## src/hw/rtl/mpmd_pkg.sv

```systemverilog
// Shared types and constants for the multi-prefix message dispatcher.
package mpmd_pkg;

   localparam int NUM_HANDLERS_DEF   = 4;
   localparam int MAX_PREFIX_LEN_DEF = 8;
   localparam int MAX_CELLS          = 4;
   localparam int CSR_INDEX_W        = 3;
   localparam int CSR_DATA_W         = 64;
   localparam int HANDLER_W          = 2;
   localparam int COUNT_W            = 3;

   localparam logic [CSR_INDEX_W-1:0] CSR_PREFIX_WORD_0 = 3'd0;
   localparam logic [CSR_INDEX_W-1:0] CSR_PREFIX_LENGTHS = 3'd4;
   localparam logic [CSR_INDEX_W-1:0] CSR_HANDLER_COUNT = 3'd5;

   localparam logic [7:0] LOWER_A    = 8'd97;
   localparam logic [7:0] LOWER_Z    = 8'd122;
   localparam logic [7:0] CASE_DELTA = 8'd32;

   typedef enum logic [2:0] {
      EV_NO_MATCH  = 3'd0,
      EV_CONTINUES = 3'd1,
      EV_COMPLETE  = 3'd2,
      EV_BODY_BYTE = 3'd3,
      EV_BODY_END  = 3'd4,
      EV_IGNORED   = 3'd5
   } event_type;

   typedef enum logic {
      CMD_DATA   = 1'b0,
      CMD_BROKEN = 1'b1
   } command_type;

   typedef struct packed {
      logic       command;
      logic [7:0] data_byte;
   } req_payload_type;

   typedef struct packed {
      logic [2:0]           event_code;
      logic [HANDLER_W-1:0] handler_index;
      logic [7:0]           body_byte;
      logic                 body_valid;
   } rsp_payload_type;

   // Configuration writes steered to one cell.
   typedef struct packed {
      logic                  word_we;
      logic                  len_we;
      logic [CSR_DATA_W-1:0] wdata;
   } cell_cfg_type;

   // Per-request control broadcast to every cell.
   typedef struct packed {
      logic       first;
      logic       step;
      logic       clear;
      logic [7:0] folded;
   } cell_ctrl_type;

   typedef struct packed {
      logic hit;
      logic complete;
   } cell_status_type;

   function automatic logic [7:0] fold_upper(input logic [7:0] b);
      logic [7:0] r;
      r = b;
      if (b >= LOWER_A && b <= LOWER_Z) begin
         r = b - CASE_DELTA;
      end
      return r;
   endfunction

endpackage

```

## src/hw/rtl/mpmd_cell.sv

```systemverilog
// One prefix-matching cell: holds a handler's prefix, length and candidate bit.
module mpmd_cell import mpmd_pkg::*; #(
   parameter int CELL_INDEX     = 0,
   parameter int MAX_PREFIX_LEN = MAX_PREFIX_LEN_DEF,
   localparam int POS_W         = $clog2(MAX_PREFIX_LEN),
   localparam int LEN_W         = $clog2(MAX_PREFIX_LEN + 1)
) (
   input  logic            clock,
   input  logic            reset,
   input  cell_cfg_type    cfg,
   input  cell_ctrl_type   ctrl,
   input  logic [POS_W-1:0] pos,
   input  logic            active,
   input  logic            done_in,
   output cell_status_type status,
   output logic            done_out
);

   logic [MAX_PREFIX_LEN-1:0][7:0] word_ff;
   logic [LEN_W-1:0]               len_ff;
   logic [LEN_W-1:0]               len_in;
   logic                           mask_ff;
   logic                           mask_in;
   logic [3:0]                     len_raw;
   logic                           live;
   logic                           match;
   logic                           last;

   // Lengths are clamped on write so the compare path sees a legal value.
   always_comb begin
      len_raw = cfg.wdata[4*CELL_INDEX +: 4];
      if (len_raw < 4'd2) begin
         len_in = LEN_W'(2);
      end else if (len_raw > 4'(MAX_PREFIX_LEN)) begin
         len_in = LEN_W'(MAX_PREFIX_LEN);
      end else begin
         len_in = LEN_W'(len_raw);
      end
   end

   always_comb begin
      live  = ctrl.step && active && mask_ff && !done_in;
      match = (LEN_W'(pos) < len_ff) && (word_ff[pos] == ctrl.folded);
      last  = (LEN_W'(pos) == len_ff - LEN_W'(1));
      status.complete = live && match && last;
      status.hit      = (ctrl.first && active && (word_ff[0] == ctrl.folded)) ||
                        (live && match);
      done_out = done_in || status.complete;
   end

   always_comb begin
      mask_in = mask_ff;
      if (ctrl.clear) begin
         mask_in = 1'b0;
      end else if (ctrl.first) begin
         mask_in = active && (word_ff[0] == ctrl.folded);
      end else if (live) begin
         mask_in = match;
      end
   end

   always_ff @(posedge clock) begin
      if (reset) begin
         word_ff <= '0;
         len_ff  <= LEN_W'(2);
         mask_ff <= 1'b0;
      end else begin
         if (cfg.word_we) begin
            word_ff <= cfg.wdata[MAX_PREFIX_LEN*8-1:0];
         end
         if (cfg.len_we) begin
            len_ff <= len_in;
         end
         mask_ff <= mask_in;
      end
   end

endmodule

```

## src/hw/rtl/multi_prefix_message_dispatcher_unit.sv

```systemverilog
// Top level of the multi-prefix message dispatcher: control, cell row and output buffer.
//
// Usage: bytes arrive on the req_ channel (valid/ready), each request holding a
// command bit and a data byte. Command 0 carries a received byte; command 1 is
// the handler reporting a broken body. Every request yields exactly one
// response on the rsp_ channel with an event code, the selected handler, and
// for body bytes the unfolded byte with body_valid set.
// Prefixes, their lengths and the handler count are written through the csr_
// port (index 0..3 prefix words, 4 packed lengths, 5 handler count) while no
// request is in flight.
// A response is registered at the edge that accepts its request, in the output
// register or, while that waits, the skid register. Throughput is one request
// per cycle until the skid register fills; all handler compares run in parallel
// across the cells, the priority pick rippling from cell 0 upward in the same cycle.
// A two-deep output buffer (output register plus skid register) lets a new
// request enter while a response waits; req_ready drops only when both hold
// data because the receiver has stalled.
// Reset is synchronous and clears the parser to idle, empties the output
// buffer, zeroes the prefix words and handler count and sets each length to two.
module multi_prefix_message_dispatcher_unit import mpmd_pkg::*; #(
   parameter int NUM_HANDLERS   = NUM_HANDLERS_DEF,
   parameter int MAX_PREFIX_LEN = MAX_PREFIX_LEN_DEF
) (
   input  logic                   clock,
   input  logic                   reset,
   input  logic                   req_valid,
   output logic                   req_ready,
   input  req_payload_type        req_data,
   output logic                   rsp_valid,
   input  logic                   rsp_ready,
   output rsp_payload_type        rsp_data,
   input  logic                   csr_write_en,
   input  logic [CSR_INDEX_W-1:0] csr_index,
   input  logic [CSR_DATA_W-1:0]  csr_wdata
);

   localparam int NUM_CELLS = (NUM_HANDLERS < MAX_CELLS) ? NUM_HANDLERS : MAX_CELLS;
   localparam int POS_W     = $clog2(MAX_PREFIX_LEN);

   typedef enum logic [2:0] {
      ST_IDLE   = 3'b001,
      ST_PREFIX = 3'b010,
      ST_BODY   = 3'b100
   } parse_state_type;

   parse_state_type        state_ff, state_in;
   logic [POS_W-1:0]       pos_ff, pos_in;
   logic [HANDLER_W-1:0]   sel_ff, sel_in;
   logic [COUNT_W-1:0]     count_ff;
   logic [COUNT_W-1:0]     count_eff;

   rsp_payload_type        out_ff, skid_ff, result;
   logic                   out_valid_ff, skid_valid_ff;

   logic                   accept;
   logic                   pop;
   cell_ctrl_type          ctrl;
   cell_cfg_type           cfg    [NUM_CELLS];
   cell_status_type        status [NUM_CELLS];
   logic [NUM_CELLS:0]     done;
   logic [NUM_CELLS-1:0]   active;
   logic [NUM_CELLS-1:0]   hit_vec;
   logic [NUM_CELLS-1:0]   complete_vec;
   logic [HANDLER_W-1:0]   enc;
   logic                   any_hit;
   logic                   any_complete;
   logic                   in_body;

   assign req_ready = !skid_valid_ff;
   assign accept    = req_valid && req_ready;
   assign pop       = out_valid_ff && rsp_ready;
   assign rsp_valid = out_valid_ff;
   assign rsp_data  = out_ff;
   assign in_body   = (state_ff == ST_BODY);

   assign count_eff = (count_ff > COUNT_W'(NUM_CELLS)) ? COUNT_W'(NUM_CELLS) : count_ff;

   // Broadcast control; clear depends on the cells' hits but not the reverse.
   always_comb begin
      ctrl.folded = fold_upper(req_data.data_byte);
      ctrl.first  = accept && (req_data.command == CMD_DATA) &&
                    (state_ff != ST_PREFIX) && !in_body;
      ctrl.step   = accept && (req_data.command == CMD_DATA) && (state_ff == ST_PREFIX);
      ctrl.clear  = (accept && (req_data.command == CMD_BROKEN) && in_body) ||
                    ((ctrl.first || ctrl.step) && !any_hit);
   end

   assign done[0] = 1'b0;

   for (genvar i = 0; i < NUM_CELLS; i++) begin : g_cell
      localparam logic [COUNT_W-1:0] CELL_ID = COUNT_W'(i);
      always_comb begin
         cfg[i].word_we = csr_write_en &&
                          (csr_index == CSR_PREFIX_WORD_0 + CSR_INDEX_W'(i));
         cfg[i].len_we  = csr_write_en && (csr_index == CSR_PREFIX_LENGTHS);
         cfg[i].wdata   = csr_wdata;
      end
      assign active[i]       = CELL_ID < count_eff;
      assign hit_vec[i]      = status[i].hit;
      assign complete_vec[i] = status[i].complete;

      mpmd_cell #(
         .CELL_INDEX     (i),
         .MAX_PREFIX_LEN (MAX_PREFIX_LEN)
      ) u_cell (
         .clock    (clock),
         .reset    (reset),
         .cfg      (cfg[i]),
         .ctrl     (ctrl),
         .pos      (pos_ff),
         .active   (active[i]),
         .done_in  (done[i]),
         .status   (status[i]),
         .done_out (done[i+1])
      );
   end

   assign any_hit      = |hit_vec;
   assign any_complete = |complete_vec;

   // The ripple chain lets at most one cell complete, so a plain encoder works.
   always_comb begin
      enc = '0;
      for (int i = 0; i < NUM_CELLS; i++) begin
         if (complete_vec[i]) begin
            enc = HANDLER_W'(i);
         end
      end
   end

   always_comb begin
      state_in             = state_ff;
      pos_in               = pos_ff;
      sel_in               = sel_ff;
      result.event_code    = EV_IGNORED;
      result.handler_index = '0;
      result.body_byte     = '0;
      result.body_valid    = 1'b0;
      if (req_data.command == CMD_BROKEN) begin
         if (in_body) begin
            result.event_code    = EV_BODY_END;
            result.handler_index = sel_ff;
            state_in             = ST_IDLE;
            pos_in               = '0;
         end
      end else begin
         unique case (state_ff)
            ST_BODY: begin
               result.event_code    = EV_BODY_BYTE;
               result.handler_index = sel_ff;
               result.body_byte     = req_data.data_byte;
               result.body_valid    = 1'b1;
            end
            ST_PREFIX: begin
               if (any_complete) begin
                  result.event_code    = EV_COMPLETE;
                  result.handler_index = enc;
                  sel_in               = enc;
                  state_in             = ST_BODY;
                  pos_in               = '0;
               end else if (any_hit) begin
                  result.event_code = EV_CONTINUES;
                  pos_in            = pos_ff + POS_W'(1);
               end else begin
                  result.event_code = EV_NO_MATCH;
                  state_in          = ST_IDLE;
                  pos_in            = '0;
               end
            end
            default: begin
               if (any_hit) begin
                  result.event_code = EV_CONTINUES;
                  state_in          = ST_PREFIX;
                  pos_in            = POS_W'(1);
               end else begin
                  result.event_code = EV_NO_MATCH;
                  state_in          = ST_IDLE;
               end
            end
         endcase
      end
   end

   always_ff @(posedge clock) begin
      if (reset) begin
         state_ff <= ST_IDLE;
         pos_ff   <= '0;
         sel_ff   <= '0;
         count_ff <= '0;
      end else begin
         if (accept) begin
            state_ff <= state_in;
            pos_ff   <= pos_in;
            sel_ff   <= sel_in;
         end
         if (csr_write_en && (csr_index == CSR_HANDLER_COUNT)) begin
            count_ff <= csr_wdata[COUNT_W-1:0];
         end
      end
   end

   // Output register with a skid register behind it.
   always_ff @(posedge clock) begin
      if (reset) begin
         out_valid_ff  <= 1'b0;
         skid_valid_ff <= 1'b0;
      end else if (skid_valid_ff) begin
         if (pop) begin
            out_valid_ff  <= 1'b1;
            skid_valid_ff <= 1'b0;
         end
      end else if (accept) begin
         if (!out_valid_ff || pop) begin
            out_valid_ff <= 1'b1;
         end else begin
            skid_valid_ff <= 1'b1;
         end
      end else if (pop) begin
         out_valid_ff <= 1'b0;
      end
   end

   always_ff @(posedge clock) begin
      if (skid_valid_ff) begin
         if (pop) begin
            out_ff <= skid_ff;
         end
      end else if (accept) begin
         if (!out_valid_ff || pop) begin
            out_ff <= result;
         end else begin
            skid_ff <= result;
         end
      end
   end

`ifndef NO_ASSERTIONS
   a_single_winner: assert property (@(posedge clock) disable iff (reset)
      $onehot0(complete_vec))
      else $error("more than one cell completed on the same byte");

   a_skid_behind_output: assert property (@(posedge clock) disable iff (reset)
      skid_valid_ff |-> out_valid_ff)
      else $error("skid register holds data while the output register is empty");

   a_idle_position: assert property (@(posedge clock) disable iff (reset)
      (state_ff == ST_IDLE) |-> (pos_ff == '0))
      else $error("match position nonzero while idle");

   a_body_flag: assert property (@(posedge clock) disable iff (reset)
      out_valid_ff |-> (out_ff.body_valid == (out_ff.event_code == EV_BODY_BYTE)))
      else $error("body_valid disagrees with the event code");

   a_complete_enters_body: assert property (@(posedge clock) disable iff (reset)
      (accept && ctrl.step && any_complete) |=> (state_ff == ST_BODY))
      else $error("completed prefix did not enter the body state");
`endif

endmodule

```

## config.mk

```make
export PLATFORM = sky130hd
export DESIGN_NAME = multi_prefix_message_dispatcher_unit
export DESIGN_NICKNAME = d
export VERILOG_FILES = /design/src/hw/rtl/mpmd_pkg.sv /design/src/hw/rtl/mpmd_cell.sv /design/src/hw/rtl/multi_prefix_message_dispatcher_unit.sv
export SDC_FILE = /design/constraint.sdc
export NUM_CORES = 1
export LEC_CHECK = 0
export BUFFER_PORTS_ARGS = -buffer_cell sky130_fd_sc_hd__buf_2
export CAP_MARGIN = 40
export CORE_MARGIN = 2
export CORE_UTILIZATION = 30
export CTS_CLUSTER_SIZE = 25
export DETAILED_ROUTE_END_ITERATION = 16
export GPL_ROUTABILITY_DRIVEN = 0
export PLACE_DENSITY = 0.57
export SLEW_MARGIN = 20
export SYNTH_ARGS = -nofsm -noshare
export SYNTH_HDL_FRONTEND = slang
export SYNTH_HIERARCHICAL = 1
export SYNTH_SLANG_ARGS = --single-unit
```

## constraint.sdc

```tcl
create_clock -name clock -period 13 [get_ports clock]
set_input_delay 0.65 -clock clock [delete_from_list [all_inputs] [get_ports clock]]
set_output_delay 0.65 -clock clock [all_outputs]
set_load 0.05 [all_outputs]
```

==> flow_metrics.env, run 1 <==
export IMPL_grt_overflow_total=0
export IMPL_drv_cap=0
export IMPL_fp_dieW_um=230
export IMPL_drtIter0Drc=892
export IMPL_hold_path_class="in2reg"
export IMPL_fmax_ghz=0.132
export IMPL_crit_path_frequent_cell="nand2_1"
export IMPL_min_to="skid_valid_ff$_SDFF_PP0_"
export IMPL_syn_area_um2=15400
export IMPL_place_area_um2=16500
export IMPL_grt_start_max_net_pins=107
export IMPL_clock_sinks=317
export IMPL_cts_made_buffers=36
export IMPL_cp_startpoint="pos_ff[0]$_SDFFE_PP0P_"
export IMPL_worstMarginPinSlew_ns=0.749
export IMPL_synthCells=1497
export IMPL_h_tree_depth=2
export IMPL_path_class="reg2reg"
export IMPL_setup_tns_ns=0
export IMPL_drive_gt1_share_pct=16.1
export IMPL_required_ns=13.39
export IMPL_p_int_mw=1.70
export IMPL_reg2reg_slack_ns=5.42
export IMPL_vias=11500
export IMPL_grt_pass1_wl_mm=70.1
export IMPL_slew_headroom_pct=50.0
export IMPL_p_clk_share_pct=46.5
export IMPL_holdBufCountCts=0
export IMPL_rsz0062_at_grt="no"
export IMPL_drc_errors=0
export IMPL_comb_power_share_pct=7.9
export IMPL_cts_tree="built"
export IMPL_power_leakage_nw=6.19
export IMPL_first_pass_iters=5
export IMPL_design_area_um2=17800
export IMPL_ir_drop_uv=71.9
export IMPL_coreArea_um2=50400
export IMPL_path_max_fanout=39
export IMPL_postSynthAreaPerCell_um2=10.3
export IMPL_min_path_cells=2
export IMPL_dieArea_um2=53000
export IMPL_p_switching_mw=0.549
export IMPL_reg2regPathDepth=29
export IMPL_skew_ns=0.0129
export IMPL_power_density_nw_per_um2=126
export IMPL_maxSlewViolCount=0
export IMPL_cts_root_buffer="clkbuf_16"
export IMPL_synth_fp_nets=1598
export IMPL_setup_violations=0
export IMPL_hold_viol_final=0
export IMPL_outcome="completed"
export IMPL_routed_wl_mm=46.2
export IMPL_finalCriticalPeriod_ns=7.58
export IMPL_ant_nets=0
export IMPL_rows=82
export IMPL_grt_pass1_vias=11200
export IMPL_clkLatencyLatePin_ns=0.54
export IMPL_port_buffers=96
export IMPL_final_nets=1668
export IMPL_max_stage_delay_ns=0.79
export IMPL_seqPwrFrac_pct=45.6
export IMPL_cp_end_kind="flop"
export IMPL_ctsResizeCount=0
export IMPL_rr_startpoint="pos_ff[0]$_SDFFE_PP0P_"
export IMPL_switching_share_pct=24.5
export IMPL_cts_setup_buffers=0
export IMPL_hold_slack_ns=0.340
export IMPL_via_per_inst=5.06
export IMPL_antenna_found_initial=5
export IMPL_wl_per_cell_um=20.4
export IMPL_start_kind="flop"
export IMPL_crit_buf_inv=2
export IMPL_clkTransAtPathRegs_ns=0.06
export IMPL_min_from="rsp_ready"
export IMPL_io_pins=97
export IMPL_dp_hpwl_mm=33.6
export IMPL_syn2layout_area_growth_pct=16.0
export IMPL_dp_slack_ns=5.48
export IMPL_cts_buffer_depth=3
export IMPL_min_period_over_period_pct=58.3
export IMPL_worstPathArrival_ns=7.97
export IMPL_crit_slowest_cell="dfxtp_4"
export IMPL_setup_slack_ns=5.42
export IMPL_r2r_end="g_cell[3].u_cell/mask_ff$_SDFFE_PP0P_"
export IMPL_synth_warnings=6
export IMPL_die_h_um=230
export IMPL_initial_core_util_pct=30.5
export IMPL_grt_use_total_pct=17.2
export IMPL_critPathTopFamily="simple AND/OR/NAND/NOR gates"
## worst max path at each step
stage | to | slack, ns | cells past startpoint
final | g_cell[3].u_cell/mask_ff$_SDFFE_PP0P_ | 5.42 | 29
after global routing | g_cell[3].u_cell/mask_ff$_SDFFE_PP0P_ | 4.88 | 29
after CTS | g_cell[3].u_cell/mask_ff$_SDFFE_PP0P_ | 5.44 | 29
after detailed placement | g_cell[3].u_cell/mask_ff$_SDFFE_PP0P_ | 5.48 | 29
after global placement | g_cell[3].u_cell/mask_ff$_SDFFE_PP0P_ | 5.75 | 29
after floorplan | g_cell[1].u_cell/mask_ff$_SDFFE_PP0P_ | 6.27 | 30
## through the flow
stage	util, %	total power, mW	cells
floorplan	-	1.15	1497
global placement	32.7	1.22	2196
detailed placement	32.8	1.22	2198
CTS	35.2	2.27	2261
global route	35.3	2.33	2264
finish	35.3	2.24	2265
## power by group through the flow
stage / Sequential [mW] / Clock [mW] / Combinational [mW]
floorplan: 1.05 / 0 / 0.0945
global placement: 1.04 / 0 / 0.172
detailed placement: 1.05 / 0 / 0.176
CTS: 1.02 / 1.07 / 0.176
global route: 1.03 / 1.11 / 0.191
finish: 1.02 / 1.04 / 0.177
## metal layers
layer	track usage [%]	share of wire, %	wire, um
met1	23.5	46	21100
met2	27.1	45	20600
met3	3.03	6.3	2920
met4	6.15	3.2	1490
met5	0	0.089	41
## worst reg2reg max path: cells and delay by family (launching register included)
kind	cells	cell delay, ns
AOI/OAI and AO/OA	9	2.24
and+or+nand+nor	15	2.82
DFF	1	0.79
muxes	2	0.85
buffers and inverters	2	0.62
xor gates and xnor gates	1	0.11
## cell type report
type | instances | area, um^2
inverters | 35 | 131
fillers | 5034 | 32600
clock inverters | 14 | 194
clock buffers | 49 | 1030
repair buffers | 121 | 739
flip-flops and latches | 317 | 6640
multi-input cells | 1056 | 8230
diodes | 1 | 2.50
well taps | 672 | 841
## cell usage in the layout (no fill, tap or decap), drive strengths merged, types with 8 or more instances in the layout
cell type / count
dfxtp: 289
xor2: 16
nor2b: 12
a21oi: 23
edfxtp: 28
nand2: 29
ha: 20
and3: 8
nand3: 18
nor4: 11
mux2i: 347
o31ai: 8
buf: 120
xnor2: 44
nor4b: 8
nand4: 16
nor3: 15
a22oi: 10
inv: 37
mux2: 15
or3: 9
nor2: 303
a22o: 12
clkinv: 9
mux4: 32
clkbuf: 50
o21ai: 14
## flip-flops by register name, summed over array words and instances, names as in the netlist
register               flops
g_cell.u_cell/len_ff      16
g_cell.u_cell/word_ff    256
state_ff                   3
count_ff                   3
g_cell.u_cell/mask_ff      4
skid_valid_ff              1
pos_ff                     3
rsp_data                  14
rsp_valid                  1
sel_ff                     2
skid_ff                   14
Note: power is estimated with default switching activity, not from simulation.
==> inputs of run 2 (changes only) <==
ABC_AREA = 1   (was unset)
PLACE_DENSITY = 0.59   (was 0.57)
clock period = 6.7 ns   (was 13 ns; I/O delays follow)
==> run 2 against run 1 <==
Against the previous run:
- worst setup slack worse by 3.9 ns
- flip-flop and latch count is the same
- final area increased by 2.7%
- combinational power is 140% higher
- worst hold slack worse by 0.29 ns
- largest cell class unchanged
- clock-buffer cell count is 8 higher
- synthesized cell count is 57% higher
- sequential power increased by 97%
- die area rose by 4.3%
==> flow_metrics.env, run 2 <==
export IMPL_syn_area_um2=16000
export IMPL_top_register="g_cell.u_cell/word_ff"
export IMPL_port_buffers=96
export IMPL_die_h_um=235
export IMPL_grt_pass1_vias=15100
export IMPL_holdBufCountCts=0
export IMPL_final_nets=2490
export IMPL_start_kind="flop"
export IMPL_crit_path_frequent_cell="nand2_1"
export IMPL_skew_ns=0.0247
export IMPL_cts_buffer_depth=3
export IMPL_first_pass_iters=8
export IMPL_layout_common_cells="nor2_1 (445), nand2_1 (373), o21ai_0 (297)"
export IMPL_routed_wl_mm=57.4
export IMPL_dp_slack_ns=1.41
export IMPL_min_period_over_period_pct=77.8
export IMPL_setup_slack_ns=1.49
export IMPL_maxSlewViolCount=0
export IMPL_h_tree_depth=2
export IMPL_grt_overflow_total=0
export IMPL_wl_per_cell_um=18.5
export IMPL_hold_path_class="in2reg"
export IMPL_power_leakage_nw=7.82
export IMPL_drv_cap=0
export IMPL_largest_reg_flops=256
export IMPL_finalCriticalPeriod_ns=5.21
export IMPL_cts_root_buffer="clkbuf_16"
export IMPL_cp_end_kind="flop"
export IMPL_dieArea_um2=55300
export IMPL_clkLatencyLatePin_ns=0.57
export IMPL_postSynthAreaPerCell_um2=6.82
export IMPL_cts_setup_buffers=0
export IMPL_cts_made_buffers=39
export IMPL_dpl_cell_count=3034
export IMPL_dp_hpwl_mm=38.8
export IMPL_ir_drop_uv=160
export IMPL_grt_start_max_net_pins=66
export IMPL_setup_tns_ns=0
export IMPL_instances_no_fill=3106
export IMPL_fp_dieW_um=235
export IMPL_reg_top3="g_cell.u_cell/word_ff x256, g_cell.u_cell/len_ff x16"
export IMPL_slew_headroom_pct=43.7
export IMPL_grt_pass1_wl_mm=88.4
export IMPL_path_class="reg2reg"
export IMPL_ant_nets=0
export IMPL_via_per_inst=5.13
export IMPL_worstPathArrival_ns=5.64
export IMPL_layout_commonest_cell="nor2_1"
export IMPL_setup_violations=0
export IMPL_drive_gt1_share_pct=10.3
export IMPL_coreArea_um2=52700
export IMPL_io_pins=97
export IMPL_synth_warnings=6
export IMPL_diodes=0
export IMPL_fmax_ghz=0.192
export IMPL_required_ns=7.13
export IMPL_synthCells=2352
export IMPL_ctsResizeCount=0
export IMPL_hold_slack_ns=0.0545
export IMPL_path_max_fanout=38
export IMPL_syn2layout_area_growth_pct=14.1
export IMPL_power_density_nw_per_um2=254
export IMPL_antenna_found_initial=6
export IMPL_worstMarginPinSlew_ns=0.844
export IMPL_outcome="completed"
export IMPL_vias=15900
export IMPL_max_stage_delay_ns=0.60
export IMPL_rsz0062_at_grt="no"
export IMPL_initial_core_util_pct=30.5
export IMPL_clock_sinks=317
export IMPL_cts_tree="built"
export IMPL_hold_viol_final=0
export IMPL_drtIter0Drc=1624
export IMPL_drc_errors=0
export IMPL_rows=84
export IMPL_grt_use_total_pct=20.3
export IMPL_clkTransAtPathRegs_ns=0.06
export IMPL_crit_slowest_cell="dfxtp_4"
## run 2: report_power, final
part | leakage, nW | switching (mW) | total [mW] | internal [mW]
Combinational | 4.52 | 0.309 | 0.431 | 0.122
Sequential | 2.63 | 0.0280 | 2.01 | 1.98
Clock | 0.665 | 0.862 | 2.20 | 1.34
Total | 7.82 | 1.20 | 4.64 | 3.44
## run 2: layout make-up
cell class	instances	area, um^2
fill	5597	34400
multi-input combinational	1642	7680
sequential	317	6640
clock buffer	57	1170
inverter	267	1020
tap	688	861
timing repair buffer	122	746
clock inverter	13	170
## run 2: through the flow
step	util, %	area (um^2)	total power [mW]
final	34.7	18300	4.64
after global routing	34.7	18300	4.81
after CTS	34.7	18300	4.66
after detailed placement	32.1	16900	2.47
after global placement	32.0	16800	2.45
after floorplan	-	16000	2.30
## run 2: critical path: cells and delay by family (launching register included)
kind                   cells  cell delay (ns)
flip-flops                 1             0.60
AND/OR/NAND/NOR           35             3.56
AO/OA/AOI/OAI              4             0.28
buffers and inverters      4             0.64
## run 2: final timing paths
path / start / cells after the start / slack [ns] / end
worst min-delay path: csr_wdata[36] / 3 / 0.05 / g_cell[0].u_cell/word_ff[36]$_SDFFE_PP0P_
worst max register to register: pos_ff[0]$_SDFFE_PP0P_ / 43 / 1.49 / g_cell[2].u_cell/mask_ff$_SDFFE_PP0P_
worst max-delay path: pos_ff[0]$_SDFFE_PP0P_ / 43 / 1.49 / g_cell[2].u_cell/mask_ff$_SDFFE_PP0P_
worst min register to register: g_cell[2].u_cell/word_ff[61]$_SDFFE_PP0P_ / 2 / 0.46 / g_cell[2].u_cell/word_ff[61]$_SDFFE_PP0P_
## run 2: routing by layer
metal | GRT usage [%] | share of wire [%] | routed length, um | up-vias
met2 | 34.1 | 46 | 26700 | 608
met5 | 0 | 0.075 | 43 | -
li1 | - | - | - | 7678
met3 | 3.05 | 6.8 | 3900 | 140
met4 | 7.92 | 3.7 | 2110 | 6
met1 | 26.2 | 43 | 24700 | 7504
